### src/rtl/drm_pkg.sv
// Shared types and constants of the dirty rectangle merger.
`default_nettype none

package drm_pkg;

  localparam int XY_W = 11;
  localparam int WH_W = 12;
  localparam int END_W = 13;

  localparam int MAX_RECTS_DEFAULT = 16;

  localparam logic KIND_NOTIFY = 1'b0;
  localparam logic KIND_FLUSH  = 1'b1;

  typedef struct packed {
    logic [XY_W-1:0] x;
    logic [XY_W-1:0] y;
    logic [WH_W-1:0] w;
    logic [WH_W-1:0] h;
  } box_t;

  localparam int BOX_W = $bits(box_t);

endpackage

`default_nettype wire

### src/rtl/drm_if.sv
// Handshake channels for notify/flush items and emitted rectangles.
`default_nettype none

interface drm_in_if;
  logic                      valid;
  logic                      ready;
  logic                      kind;
  logic [drm_pkg::XY_W-1:0]  rect_x;
  logic [drm_pkg::XY_W-1:0]  rect_y;
  logic [drm_pkg::WH_W-1:0]  rect_w;
  logic [drm_pkg::WH_W-1:0]  rect_h;

  modport source (output valid, kind, rect_x, rect_y, rect_w, rect_h, input ready);
  modport sink   (input valid, kind, rect_x, rect_y, rect_w, rect_h, output ready);
endinterface

interface drm_out_if;
  logic                      valid;
  logic                      ready;
  logic [drm_pkg::XY_W-1:0]  out_x;
  logic [drm_pkg::XY_W-1:0]  out_y;
  logic [drm_pkg::WH_W-1:0]  out_w;
  logic [drm_pkg::WH_W-1:0]  out_h;
  logic                      last;

  modport source (output valid, out_x, out_y, out_w, out_h, last, input ready);
  modport sink   (input valid, out_x, out_y, out_w, out_h, last, output ready);
endinterface

`default_nettype wire

### src/rtl/drm_ram.sv
// Generic single-write, single-read RAM with registered read data.
`default_nettype none

module drm_ram #(
  parameter int WIDTH = 8,
  parameter int DEPTH = 16,
  localparam int ADDR_W = (DEPTH > 1) ? $clog2(DEPTH) : 1
) (
  input  wire logic              clk_i,
  input  wire logic              wr_en_i,
  input  wire logic [ADDR_W-1:0] wr_addr_i,
  input  wire logic [WIDTH-1:0]  wr_data_i,
  input  wire logic              rd_en_i,
  input  wire logic [ADDR_W-1:0] rd_addr_i,
  output logic      [WIDTH-1:0]  rd_data_o
);

  logic [WIDTH-1:0] mem_q [DEPTH];

  always_ff @(posedge clk_i) begin
    if (wr_en_i) begin
      mem_q[wr_addr_i] <= wr_data_i;
    end
  end

  always_ff @(posedge clk_i) begin
    if (rd_en_i) begin
      rd_data_o <= mem_q[rd_addr_i];
    end
  end

endmodule

`default_nettype wire

### src/rtl/drm_box_unit.sv
// Overlap test and bounding-box join of a stored rectangle with a new one.
`default_nettype none

module drm_box_unit (
  input  wire drm_pkg::box_t entry_i,
  input  wire drm_pkg::box_t new_i,
  output logic               touch_o,
  output drm_pkg::box_t      join_o
);

  localparam int EW = drm_pkg::END_W;

  logic [EW-1:0] ax, ay, bx, by;
  logic [EW-1:0] axe, aye, bxe, bye;
  logic [EW-1:0] x0, y0, xe, ye, sw, sh;

  always_comb begin
    ax  = EW'(entry_i.x);
    ay  = EW'(entry_i.y);
    bx  = EW'(new_i.x);
    by  = EW'(new_i.y);
    axe = ax + EW'(entry_i.w);
    aye = ay + EW'(entry_i.h);
    bxe = bx + EW'(new_i.w);
    bye = by + EW'(new_i.h);

    // Open intervals must intersect on both axes.
    touch_o = !((axe <= bx) || (bxe <= ax) || (aye <= by) || (bye <= ay));

    x0 = (ax < bx) ? ax : bx;
    y0 = (ay < by) ? ay : by;
    xe = (axe > bxe) ? axe : bxe;
    ye = (aye > bye) ? aye : bye;
    sw = xe - x0;
    sh = ye - y0;

    join_o.x = x0[drm_pkg::XY_W-1:0];
    join_o.y = y0[drm_pkg::XY_W-1:0];
    join_o.w = sw[EW-1] ? '1 : sw[drm_pkg::WH_W-1:0];
    join_o.h = sh[EW-1] ? '1 : sh[drm_pkg::WH_W-1:0];
  end

endmodule

`default_nettype wire

### src/rtl/dirty_rectangle_merger.sv
// Top level of the dirty rectangle merger: sequencer, table RAM and output register.
`default_nettype none

// The block keeps a table of up to MAX_RECTS dirty rectangles in a RAM. A notify item
// is compared against the stored entries one per cycle through a single shared
// overlap/join unit; the first entry whose open intervals intersect the new
// rectangle on both axes is replaced by the bounding box of the two (sizes saturate
// at 4095). If none overlaps, the rectangle is appended, or, when the table is full,
// joined into the last entry. A notify into an empty table is written directly and
// leaves the block ready; otherwise the block stays busy until it has examined the
// entries up to the first overlap (at most the fill count), reading them through the
// RAM read port. A flush item emits every stored rectangle in table order, one per
// cycle while the receiver keeps up, with last set on the final one, then empties
// the table; it holds the block until the final one is in the output register. An
// empty table emits nothing. Results sit in an output register, so a new
// item can be taken while the final rectangle of a flush still waits to be
// collected. The table needs no clearing after reset: only entries below the fill
// count are ever read.

module dirty_rectangle_merger #(
  parameter int MAX_RECTS = drm_pkg::MAX_RECTS_DEFAULT
) (
  input  wire logic  clk_i,
  input  wire logic  rst_ni,
  drm_in_if.sink     in_ch_i,
  drm_out_if.source  out_ch_o
);

  localparam int IDX_W = (MAX_RECTS > 1) ? $clog2(MAX_RECTS) : 1;
  localparam int CNT_W = $clog2(MAX_RECTS + 1);

  localparam logic [1:0] ST_IDLE  = 2'd0;
  localparam logic [1:0] ST_MERGE = 2'd1;
  localparam logic [1:0] ST_FLUSH = 2'd2;

  logic [1:0]       state_q, state_d;
  logic [IDX_W-1:0] idx_q, idx_d;
  logic [CNT_W-1:0] count_q, count_d;
  drm_pkg::box_t    nb_q, nb_d;

  drm_pkg::box_t    out_box_q, out_box_d;
  logic             out_last_q, out_last_d;
  logic             out_valid_q, out_valid_d;

  logic             wr_en, rd_en;
  logic [IDX_W-1:0] wr_addr, rd_addr;
  drm_pkg::box_t    wr_data, rd_data;
  logic [drm_pkg::BOX_W-1:0] rd_word;

  logic             touch;
  drm_pkg::box_t    joined;
  drm_pkg::box_t    in_box;
  logic             accept, is_last;

  drm_ram #(
    .WIDTH (drm_pkg::BOX_W),
    .DEPTH (MAX_RECTS)
  ) u_table (
    .clk_i     (clk_i),
    .wr_en_i   (wr_en),
    .wr_addr_i (wr_addr),
    .wr_data_i (wr_data),
    .rd_en_i   (rd_en),
    .rd_addr_i (rd_addr),
    .rd_data_o (rd_word)
  );

  assign rd_data = rd_word;

  drm_box_unit u_box (
    .entry_i (rd_data),
    .new_i   (nb_q),
    .touch_o (touch),
    .join_o  (joined)
  );

  assign in_box.x = in_ch_i.rect_x;
  assign in_box.y = in_ch_i.rect_y;
  assign in_box.w = in_ch_i.rect_w;
  assign in_box.h = in_ch_i.rect_h;

  assign in_ch_i.ready = (state_q == ST_IDLE);
  assign accept        = in_ch_i.valid && in_ch_i.ready;

  // The entry in the read register is the final valid one of the table.
  assign is_last = (CNT_W'(idx_q) == (count_q - CNT_W'(1)));

  always_comb begin
    state_d     = state_q;
    idx_d       = idx_q;
    count_d     = count_q;
    nb_d        = nb_q;
    out_box_d   = out_box_q;
    out_last_d  = out_last_q;
    out_valid_d = out_valid_q;
    wr_en       = 1'b0;
    wr_addr     = idx_q;
    wr_data     = joined;
    rd_en       = 1'b0;
    rd_addr     = '0;

    if (out_valid_q && out_ch_o.ready) begin
      out_valid_d = 1'b0;
    end

    case (state_q)
      ST_IDLE: begin
        if (accept) begin
          if (in_ch_i.kind == drm_pkg::KIND_NOTIFY) begin
            nb_d = in_box;
            if (count_q == '0) begin
              // Empty table: the rectangle goes straight into the first entry.
              wr_en   = 1'b1;
              wr_addr = '0;
              wr_data = in_box;
              count_d = CNT_W'(1);
            end else begin
              rd_en   = 1'b1;
              idx_d   = '0;
              state_d = ST_MERGE;
            end
          end else if (count_q != '0) begin
            rd_en   = 1'b1;
            idx_d   = '0;
            state_d = ST_FLUSH;
          end
        end
      end

      ST_MERGE: begin
        if (touch) begin
          wr_en   = 1'b1;
          state_d = ST_IDLE;
        end else if (is_last) begin
          wr_en   = 1'b1;
          state_d = ST_IDLE;
          if (count_q != CNT_W'(MAX_RECTS)) begin
            wr_addr = count_q[IDX_W-1:0];
            wr_data = nb_q;
            count_d = count_q + CNT_W'(1);
          end
          // A full table joins the rectangle into its last entry, which is the
          // one just compared.
        end else begin
          idx_d   = idx_q + IDX_W'(1);
          rd_en   = 1'b1;
          rd_addr = idx_q + IDX_W'(1);
        end
      end

      ST_FLUSH: begin
        if (!out_valid_q || out_ch_o.ready) begin
          out_box_d   = rd_data;
          out_last_d  = is_last;
          out_valid_d = 1'b1;
          if (is_last) begin
            count_d = '0;
            state_d = ST_IDLE;
          end else begin
            idx_d   = idx_q + IDX_W'(1);
            rd_en   = 1'b1;
            rd_addr = idx_q + IDX_W'(1);
          end
        end
      end

      default: begin
        state_d = ST_IDLE;
      end
    endcase
  end

  always_ff @(posedge clk_i or negedge rst_ni) begin
    if (!rst_ni) begin
      state_q     <= ST_IDLE;
      idx_q       <= '0;
      count_q     <= '0;
      out_valid_q <= 1'b0;
    end else begin
      state_q     <= state_d;
      idx_q       <= idx_d;
      count_q     <= count_d;
      out_valid_q <= out_valid_d;
    end
  end

  always_ff @(posedge clk_i) begin
    nb_q       <= nb_d;
    out_box_q  <= out_box_d;
    out_last_q <= out_last_d;
  end

  assign out_ch_o.valid = out_valid_q;
  assign out_ch_o.out_x = out_box_q.x;
  assign out_ch_o.out_y = out_box_q.y;
  assign out_ch_o.out_w = out_box_q.w;
  assign out_ch_o.out_h = out_box_q.h;
  assign out_ch_o.last  = out_last_q;

endmodule

`default_nettype wire
### src/flat_wrapper.sv
// flat-port wrapper written by rule: the top's interface ports become plain ports
module dirty_rectangle_merger_flat 
#(
  parameter int MAX_RECTS = drm_pkg::MAX_RECTS_DEFAULT
)
  (clk_i, rst_ni, in_ch_i_valid, in_ch_i_kind, in_ch_i_rect_x, in_ch_i_rect_y, in_ch_i_rect_w, in_ch_i_rect_h, in_ch_i_ready, out_ch_o_valid, out_ch_o_out_x, out_ch_o_out_y, out_ch_o_out_w, out_ch_o_out_h, out_ch_o_last, out_ch_o_ready);
  drm_in_if in_ch_i_i ();
  drm_out_if out_ch_o_i ();
  input  wire logic clk_i;
  input  wire logic rst_ni;
  input wire logic [$bits(in_ch_i_i.valid)-1:0] in_ch_i_valid;
  input wire logic [$bits(in_ch_i_i.kind)-1:0] in_ch_i_kind;
  input wire logic [$bits(in_ch_i_i.rect_x)-1:0] in_ch_i_rect_x;
  input wire logic [$bits(in_ch_i_i.rect_y)-1:0] in_ch_i_rect_y;
  input wire logic [$bits(in_ch_i_i.rect_w)-1:0] in_ch_i_rect_w;
  input wire logic [$bits(in_ch_i_i.rect_h)-1:0] in_ch_i_rect_h;
  output wire logic [$bits(in_ch_i_i.ready)-1:0] in_ch_i_ready;
  output wire logic [$bits(out_ch_o_i.valid)-1:0] out_ch_o_valid;
  output wire logic [$bits(out_ch_o_i.out_x)-1:0] out_ch_o_out_x;
  output wire logic [$bits(out_ch_o_i.out_y)-1:0] out_ch_o_out_y;
  output wire logic [$bits(out_ch_o_i.out_w)-1:0] out_ch_o_out_w;
  output wire logic [$bits(out_ch_o_i.out_h)-1:0] out_ch_o_out_h;
  output wire logic [$bits(out_ch_o_i.last)-1:0] out_ch_o_last;
  input wire logic [$bits(out_ch_o_i.ready)-1:0] out_ch_o_ready;
  assign in_ch_i_i.valid = in_ch_i_valid;
  assign in_ch_i_i.kind = in_ch_i_kind;
  assign in_ch_i_i.rect_x = in_ch_i_rect_x;
  assign in_ch_i_i.rect_y = in_ch_i_rect_y;
  assign in_ch_i_i.rect_w = in_ch_i_rect_w;
  assign in_ch_i_i.rect_h = in_ch_i_rect_h;
  assign in_ch_i_ready = in_ch_i_i.ready;
  assign out_ch_o_valid = out_ch_o_i.valid;
  assign out_ch_o_out_x = out_ch_o_i.out_x;
  assign out_ch_o_out_y = out_ch_o_i.out_y;
  assign out_ch_o_out_w = out_ch_o_i.out_w;
  assign out_ch_o_out_h = out_ch_o_i.out_h;
  assign out_ch_o_last = out_ch_o_i.last;
  assign out_ch_o_i.ready = out_ch_o_ready;
  dirty_rectangle_merger #(.MAX_RECTS(MAX_RECTS)) u_core (.clk_i(clk_i), .rst_ni(rst_ni), .in_ch_i(in_ch_i_i), .out_ch_o(out_ch_o_i));
endmodule
### config.mk
export PLATFORM = sky130hd
export DESIGN_NAME = dirty_rectangle_merger_flat
export DESIGN_NICKNAME = d
export VERILOG_FILES = /design/src/rtl/drm_pkg.sv /design/src/rtl/drm_if.sv /design/src/rtl/drm_ram.sv /design/src/rtl/drm_box_unit.sv /design/src/rtl/dirty_rectangle_merger.sv /design/src/flat_wrapper.sv
export SDC_FILE = /design/constraint.sdc
export NUM_CORES = 1
export LEC_CHECK = 0
export BUFFER_PORTS_ARGS = -buffer_cell sky130_fd_sc_hd__clkbuf_2
export CAP_MARGIN = 20
export CORE_UTILIZATION = 50
export CTS_CLUSTER_DIAMETER = 60
export DETAILED_ROUTE_END_ITERATION = 10
export PLACE_DENSITY = 0.63
export RECOVER_POWER = 100
export SLEW_MARGIN = 0
export SYNTH_ARGS = -nofsm -noshare
export SYNTH_HDL_FRONTEND = slang
export SYNTH_SLANG_ARGS = --single-unit
### constraint.sdc
create_clock -name clk_i -period 15.9 [get_ports clk_i]
set_input_delay 0.795 -clock clk_i [delete_from_list [all_inputs] [get_ports clk_i]]
set_output_delay 0.795 -clock clk_i [all_outputs]
set_load 0.02 [all_outputs]
==> results of run 1 <==
[logic make-up after synthesis]
| family | Yosys count | synth area share [%] |
|---|---|---|
| AOI/OAI and AO/OA | 621 | 10.6 |
| DFF | 887 | 66.2 |
| buffers and inverters | 240 | 2.38 |
| adders and majority gates | 169 | 5.37 |
| and+or+nand+nor | 973 | 11.4 |
| xor gates and xnor gates | 62 | 1.39 |
| muxes | 79 | 2.68 |
[worst max path at each step]
stage | from | endpoint | slack (ps) | depth (start not counted)
global placement | u_core.u_table.rd_data_o[24] | u_core.u_table.mem_q[2][9] | 7920 | 28
detailed placement | u_core.u_table.rd_data_o[24] | u_core.u_table.mem_q[3][9] | 7770 | 28
floorplan | u_core.nb_q[24] | u_core.u_table.mem_q[0][9] | 8420 | 33
finish | u_core.u_table.rd_data_o[24] | u_core.u_table.rd_data_o[19] | 4260 | 24
global route | u_core.u_table.rd_data_o[24] | u_core.u_table.rd_data_o[19] | 3820 | 24
CTS | u_core.u_table.rd_data_o[24] | u_core.u_table.mem_q[2][9] | 7660 | 28
[through the flow]
step                      instances  instance area (µm²)
final                          4278                44700
after global routing           4275                44700
after CTS                      4274                45100
after detailed placement       4104                42100
after global placement         4103                42000
after floorplan                3031                40100
[critical path: cells and delay by family (launching register included)]
kind	cells	cell delay, ps
buf+inv	3	3640
flops	1	450
fa+ha+maj	3	790
simple gates	8	3410
xor+xnor	1	150
compound gates	9	2770
[final cells by class]
type	count	area share, %
Clock inverter	60	1.52
Timing Repair Buffer	160	1.58
Clock buffer	110	5.37
Tap cell	1050	2.94
Multi-Input combinational cell	1904	28.3
Inverter	104	0.873
Antenna cell	3	0.0168
Sequential cell	887	59.4
[cells in the mapped netlist, types with 10 or more instances]
library cell	number	area, µm²
mux2i_1	31	310
o2bb2ai_1	15	131
o21a_1	16	120
a22oi_1	27	203
o21bai_1	11	82.6
ha_1	161	2010
nand3_1	165	826
clkbuf_1	112	420
nand4_1	13	81.3
buf_2	11	55.1
a21oi_1	195	976
a211oi_1	16	120
mux2_2	28	315
xnor2_1	47	412
xor2_1	14	123
inv_1	103	387
edfxtp_1	875	26300
a31oi_1	10	62.6
mux4_2	20	450
nand2b_1	21	131
a211o_1	25	219
nor2b_1	20	125
a32o_1	26	260
nor2_1	107	402
nor4bb_1	14	140
o221ai_1	26	228
nor4b_2	24	360
dfrtp_1	12	300
nor3_1	18	90.1
nand2_1	542	2030
a32oi_1	29	254
o21ai_0	90	450
o211ai_1	32	240
a21o_1	29	218
[registers in the layout (all words and copies together), names as in the netlist, 4 cells and up]
register	cells
u_core.idx_q	4
u_core.out_ch_o.out_w	12
u_core.nb_q	46
u_core.out_ch_o.out_y	11
u_core.u_table.mem_q	736
u_core.count_q	5
u_core.u_table.rd_data_o	46
u_core.out_ch_o.out_h	12
u_core.out_ch_o.out_x	11
[routing by layer]
| metal | vias up | global-route usage, % |
|---|---|---|
| met5 | - | 0 |
| met4 | 6 | 8.46 |
| met3 | 214 | 4.46 |
| met2 | 1385 | 46.4 |
| met1 | 13500 | 42.9 |
| li1 | 11700 | - |
==> run_results.csv, run 1 <==
group,metric,value,unit
routing,wl_per_cell,28.3,µm
cells_and_area,multi_input_area,12600,µm²
floorplan,die_x,285,µm
sta,setup_total_negative_slack,0,ps
outcome,status,"finished with violations",
yosys,ys_seq_area_share,66.2,%
global_route,grt_pass1_wl,174000,µm
floorplan,dieArea,81400,µm²
cts,cts_sinks,887,
yosys,synth-main-ff-cell,"edfxtp_1",
global_route,track_usage,29.5,%
sta,whs,175,ps
setup_path,arrival,11890,ps
routing,vias,26800,
floorplan,start_util,50.6,%
cts,cts_tree,"done",
cts,cts_buffer_depth,3,
cells_and_area,final_common_cell,"edfxtp_1",
placement,portBuffers,99,
sta,min_period,11640,ps
routing,drt-initial-drc-count,3343,
cts,cts_setup_buffers,0,
sta,fin_skew,48.8,ps
yosys,ys_types,84,
sta,relSlewSlack,-198,%
floorplan,std_cell_rows,103,
routing,drtAntennaViolNets,0,
sta,rsz0062_at_grt,"no",
routing,wl_met2,56100,µm
sta,fin_crit_sh,73.2,%
setup_path,critPathCaptureType,"flip-flop",
sta,worst_pin_slew,4480,ps
setup_path,rr_worst_depth,24,
sta,max_freq,85.9,MHz
cells_and_area,layout_common_cells,"875 x edfxtp_1, 539 x nand2_1, 193 x a21oi_1, 163 x nand3_1, 161 x ha_1",
yosys,syn_nets,3249,
floorplan,core,79300,µm²
cts,clockRootBuffer,"clkbuf_16",
placement,post-place-ws,7770,ps
routing,drcViolationCount,0,
floorplan,num_io_pins,100,
setup_path,r2r-end,"u_core.u_table.rd_data_o[19]",
hold_path,hp-class,"in -> async",
cts,h-tree-depth,3,
sta,setup_violations,0,
setup_path,crit_type,"reg -> reg",
placement,place.gp.congestion,0.945,
routing,wl,121000,µm
cts,clk_pin_slew_worst_paths,60,ps
cells_and_area,fillers,6387,
yosys,synth-async-reset-ratio,1.35,%
cts,cts_inserted_buffers,92,
global_route,grt_antenna_before_repair,11,
routing,met1_length,49900,µm
placement,place_hpwl,72000,µm
cts,ctsHoldBuffers,0,
global_route,grt_pass1_vias,25600,
cells_and_area,nets,3367,
sta,fin_ws,4260,ps
setup_path,crit_slowest_cell,"clkbuf_1",
yosys,synth_warnings,0,
setup_path,rrSetupSlack,4260,ps
floorplan,die_h,285,µm
routing,drtPass1Iterations,6,
yosys,synth_area,40100,µm²
setup_path,path_cells,"ha_1, inv_1, fa_1, nor2b_1, o31a_1, o21a_1, o21ai_0, nand2b_1, a21oi_1, xnor2_1, ha_1, nand4_1, nor2_1, o31ai_1, a21oi_1, nor3_1, a221oi_1, a21oi_1, nand2_1, clkbuf_1, clkbuf_1, nand2_1, a32o_1, nor4b_1",
yosys,ys_ff_latch,887,
sta,drv_slew,1149,
global_route,grt_overflow_total,0,
sta,hold_viol,0,
cells_and_area,seq_area,26600,µm²
routing,met3_length,12000,µm
setup_path,max_stage_delay,2040,ps
outcome,violations,"max-capacitance violations, max-slew violations",
routing,via_per_inst,6.27,
global_route,grt_max_degree,64,
setup_path,cp.required,16150,ps
cells_and_area,fin_util,56.4,%
setup_path,reg2reg_from,"u_core.u_table.rd_data_o[24]",
setup_path,startpoint_type,"flip-flop",
cells_and_area,area_growth,11.4,%
flow_run,cap_violations,31,
yosys,synth_cells,3031,
setup_path,path_common_cell,"a21oi_1",
cells_and_area,drive_above_1_share,8.06,%
cts,ctsResizeCount,0,
yosys,syn_avg_cell_area,13.2,µm²
routing,top_layer_used,"met5",
setup_path,path_max_fanout,51,
yosys,synth_edf_count,875,
cts,insertion_delay,680,ps
Power of run 1 is not shown: default switching activity piles up to over one toggle a cycle in this logic, so the estimate is an artifact.
==> run 2: changes to the inputs <==
- PLACE_DENSITY: 0.63 -> 0.66
- clock period: 15.9 -> 9.87 ns (I/O delays scaled with it)
==> run 2 against run 1 <==
The flow still finishes with violations (max-capacitance violations, max-slew violations). Setup slack got worse by 3500 ps. Wire length decreased by 1.5%. Clock-buffer cell count increased by 8. Cell count increased by 0.28%. Sequential cell count unchanged. Critical path depth decreased by 4. First-iteration DRC count about the same. Non-clock buffer count increased by 12. Global-route usage decreased by 0.55 points. Clock skew decreased by 33 ps. Critical path type unchanged. Critical endpoint is now u_core.u_table.mem_q[1][28].
==> run_results.csv, run 2 (synthesized netlist as in run 1, its figures left out) <==
group,metric,value,unit
cells_and_area,reg_top3,"u_core.u_table.mem_q: 736 flops, u_core.nb_q: 46 flops, u_core.u_table.rd_data_o: 46 flops",
global_route,grt_pass1_wl,172000,µm
setup_path,path_cells,"ha_1, inv_1, fa_1, nor2b_1, o31a_1, o22a_1, a21oi_1, xnor2_1, ha_1, a21boi_0, a2111oi_0, o31a_1, o311a_1, a221oi_1, a211oi_4, o21ai_0, a22o_1, nand2b_1, nor2_1, clkbuf_1",
routing,drtAntennaViolNets,0,
cells_and_area,layout_common_cells,"875 x edfxtp_1, 538 x nand2_1, 194 x a21oi_1, 163 x nand3_1, 161 x ha_1",
cts,clk_pin_slew_worst_paths,60,ps
routing,vias,27000,
routing,wl_per_cell,27.8,µm
setup_path,max_stage_delay,1700,ps
setup_path,rrSetupSlack,790,ps
sta,drv_slew,753,
setup_path,path_max_fanout,15,
sta,hold_viol,0,
setup_path,cp_top_family,"compound AO/OA/AOI/OAI gates",
setup_path,crit_slowest_cell,"nor2_1",
sta,setup_violations,0,
hold_path,hold_depth,1,
cells_and_area,nets,3380,
cells_and_area,area_growth,11.5,%
cts,insertion_delay,660,ps
placement,portBuffers,99,
outcome,status,"finished with violations",
cts,cts_sinks,887,
global_route,grt_overflow_total,0,
cells_and_area,largest_register_ff_count,736,
sta,fin_crit_sh,92.0,%
setup_path,cp.required,10140,ps
global_route,track_usage,29.0,%
cts,cts_buffer_depth,3,
floorplan,start_util,50.6,%
setup_path,rr_worst_depth,20,
cts,cts_tree,"done",
routing,drt-initial-drc-count,3340,
cts,ctsResizeCount,0,
routing,drcViolationCount,0,
cts,cts_inserted_buffers,93,
outcome,violations,"max-capacitance violations, max-slew violations",
sta,setup_total_negative_slack,0,ps
floorplan,core,79300,µm²
floorplan,std_cell_rows,103,
placement,place.gp.congestion,0.929,
setup_path,r2r-end,"u_core.u_table.mem_q[1][28]",
sta,min_period,9080,ps
routing,wl,119000,µm
cts,clockRootBuffer,"clkbuf_16",
sta,worst_pin_slew,3350,ps
global_route,grt_max_degree,114,
setup_path,crit_buf_inv,2,
setup_path,crit_type,"reg -> reg",
setup_path,reg2reg_from,"u_core.u_table.rd_data_o[35]",
setup_path,arrival,9340,ps
setup_path,startpoint_type,"flip-flop",
sta,relSlewSlack,-124,%
flow_run,cap_violations,27,
hold_path,hp-class,"in -> reg",
cells_and_area,drive_above_1_share,8.52,%
hold_path,hold-path-endpoint,"u_core.nb_q[10]",
cells_and_area,final_common_cell,"edfxtp_1",
routing,via_per_inst,6.29,
floorplan,die_h,285,µm
floorplan,dieArea,81400,µm²
global_route,grt_antenna_before_repair,7,
sta,fin_skew,15.9,ps
cells_and_area,top_register,"u_core.u_table.mem_q",
sta,rsz0062_at_grt,"no",
setup_path,critPathCaptureType,"flip-flop",
cts,h-tree-depth,3,
placement,place_hpwl,73300,µm
routing,drtPass1Iterations,6,
hold_path,hold_start,"in_ch_i_rect_h[10]",
global_route,grt_pass1_vias,26100,
floorplan,num_io_pins,100,
floorplan,die_x,285,µm
sta,max_freq,110,MHz
[run 2: cell count changes in the layout (fill, tap and decap cells not counted), moves of 4 or more]
cell / previous run / this run
clkbuf_2: 5 / 15
nor2_1: 92 / 99
nor2_4: 14 / 7
clkinv_1: 18 / 12
buf_12: 0 / 5
bufinv_16: 10 / 6
[run 2: how the worst max path moves through the flow]
stage	start	end	cells past startpoint
after floorplan	u_core.nb_q[24]	u_core.u_table.mem_q[0][9]	33
after global placement	u_core.nb_q[24]	u_core.u_table.mem_q[5][9]	32
after detailed placement	u_core.nb_q[24]	u_core.u_table.mem_q[13][9]	32
after CTS	u_core.nb_q[24]	u_core.u_table.mem_q[3][9]	32
after global routing	u_core.u_table.rd_data_o[35]	u_core.u_table.mem_q[1][28]	20
final	u_core.u_table.rd_data_o[35]	u_core.u_table.mem_q[1][28]	20
[run 2: through the flow]
stage	worst slack (ps)	std cells	hold WS (ps)	instance area, µm²	util, %
6_report	792	4290	36.6	44700	56.4
5_1_grt	604	4288	30.4	44700	56.4
4_1_cts	1680	4285	1.48	45200	57.0
3_5_place_dp	1790	4113	404	42200	53.2
3_3_place_gp	1940	4112	400	42200	53.2
2_1_floorplan	2390	3031	198	40100	-
[run 2: cell type report]
class | count | area [µm²]
clock buffers | 118 | 2460
multi-input cells | 1904 | 12600
flip-flops and latches | 887 | 26600
diodes | 2 | 5.00
inverters | 104 | 390
well taps | 1050 | 1310
fillers | 6424 | 34500
clock inverters | 53 | 522
repair buffers | 172 | 861
[run 2: per-layer routing]
metal	up-vias	wire [µm]	GRT usage (%)	part of all wire (%)
met2	1479	54800	45.7	46
met5	-	34	0	0.028
met3	230	12200	5.42	10
met4	4	3460	9.21	2.9
li1	11800	-	-	-
met1	13500	48900	40.8	41
[run 2: repair_timing]
item / in CTS / in global routing
hold buffers: 1 / 0
setup buffers: 0 / 0
hold endpoints to repair: 12 / 0
Power of run 2 is left out for the same reason.
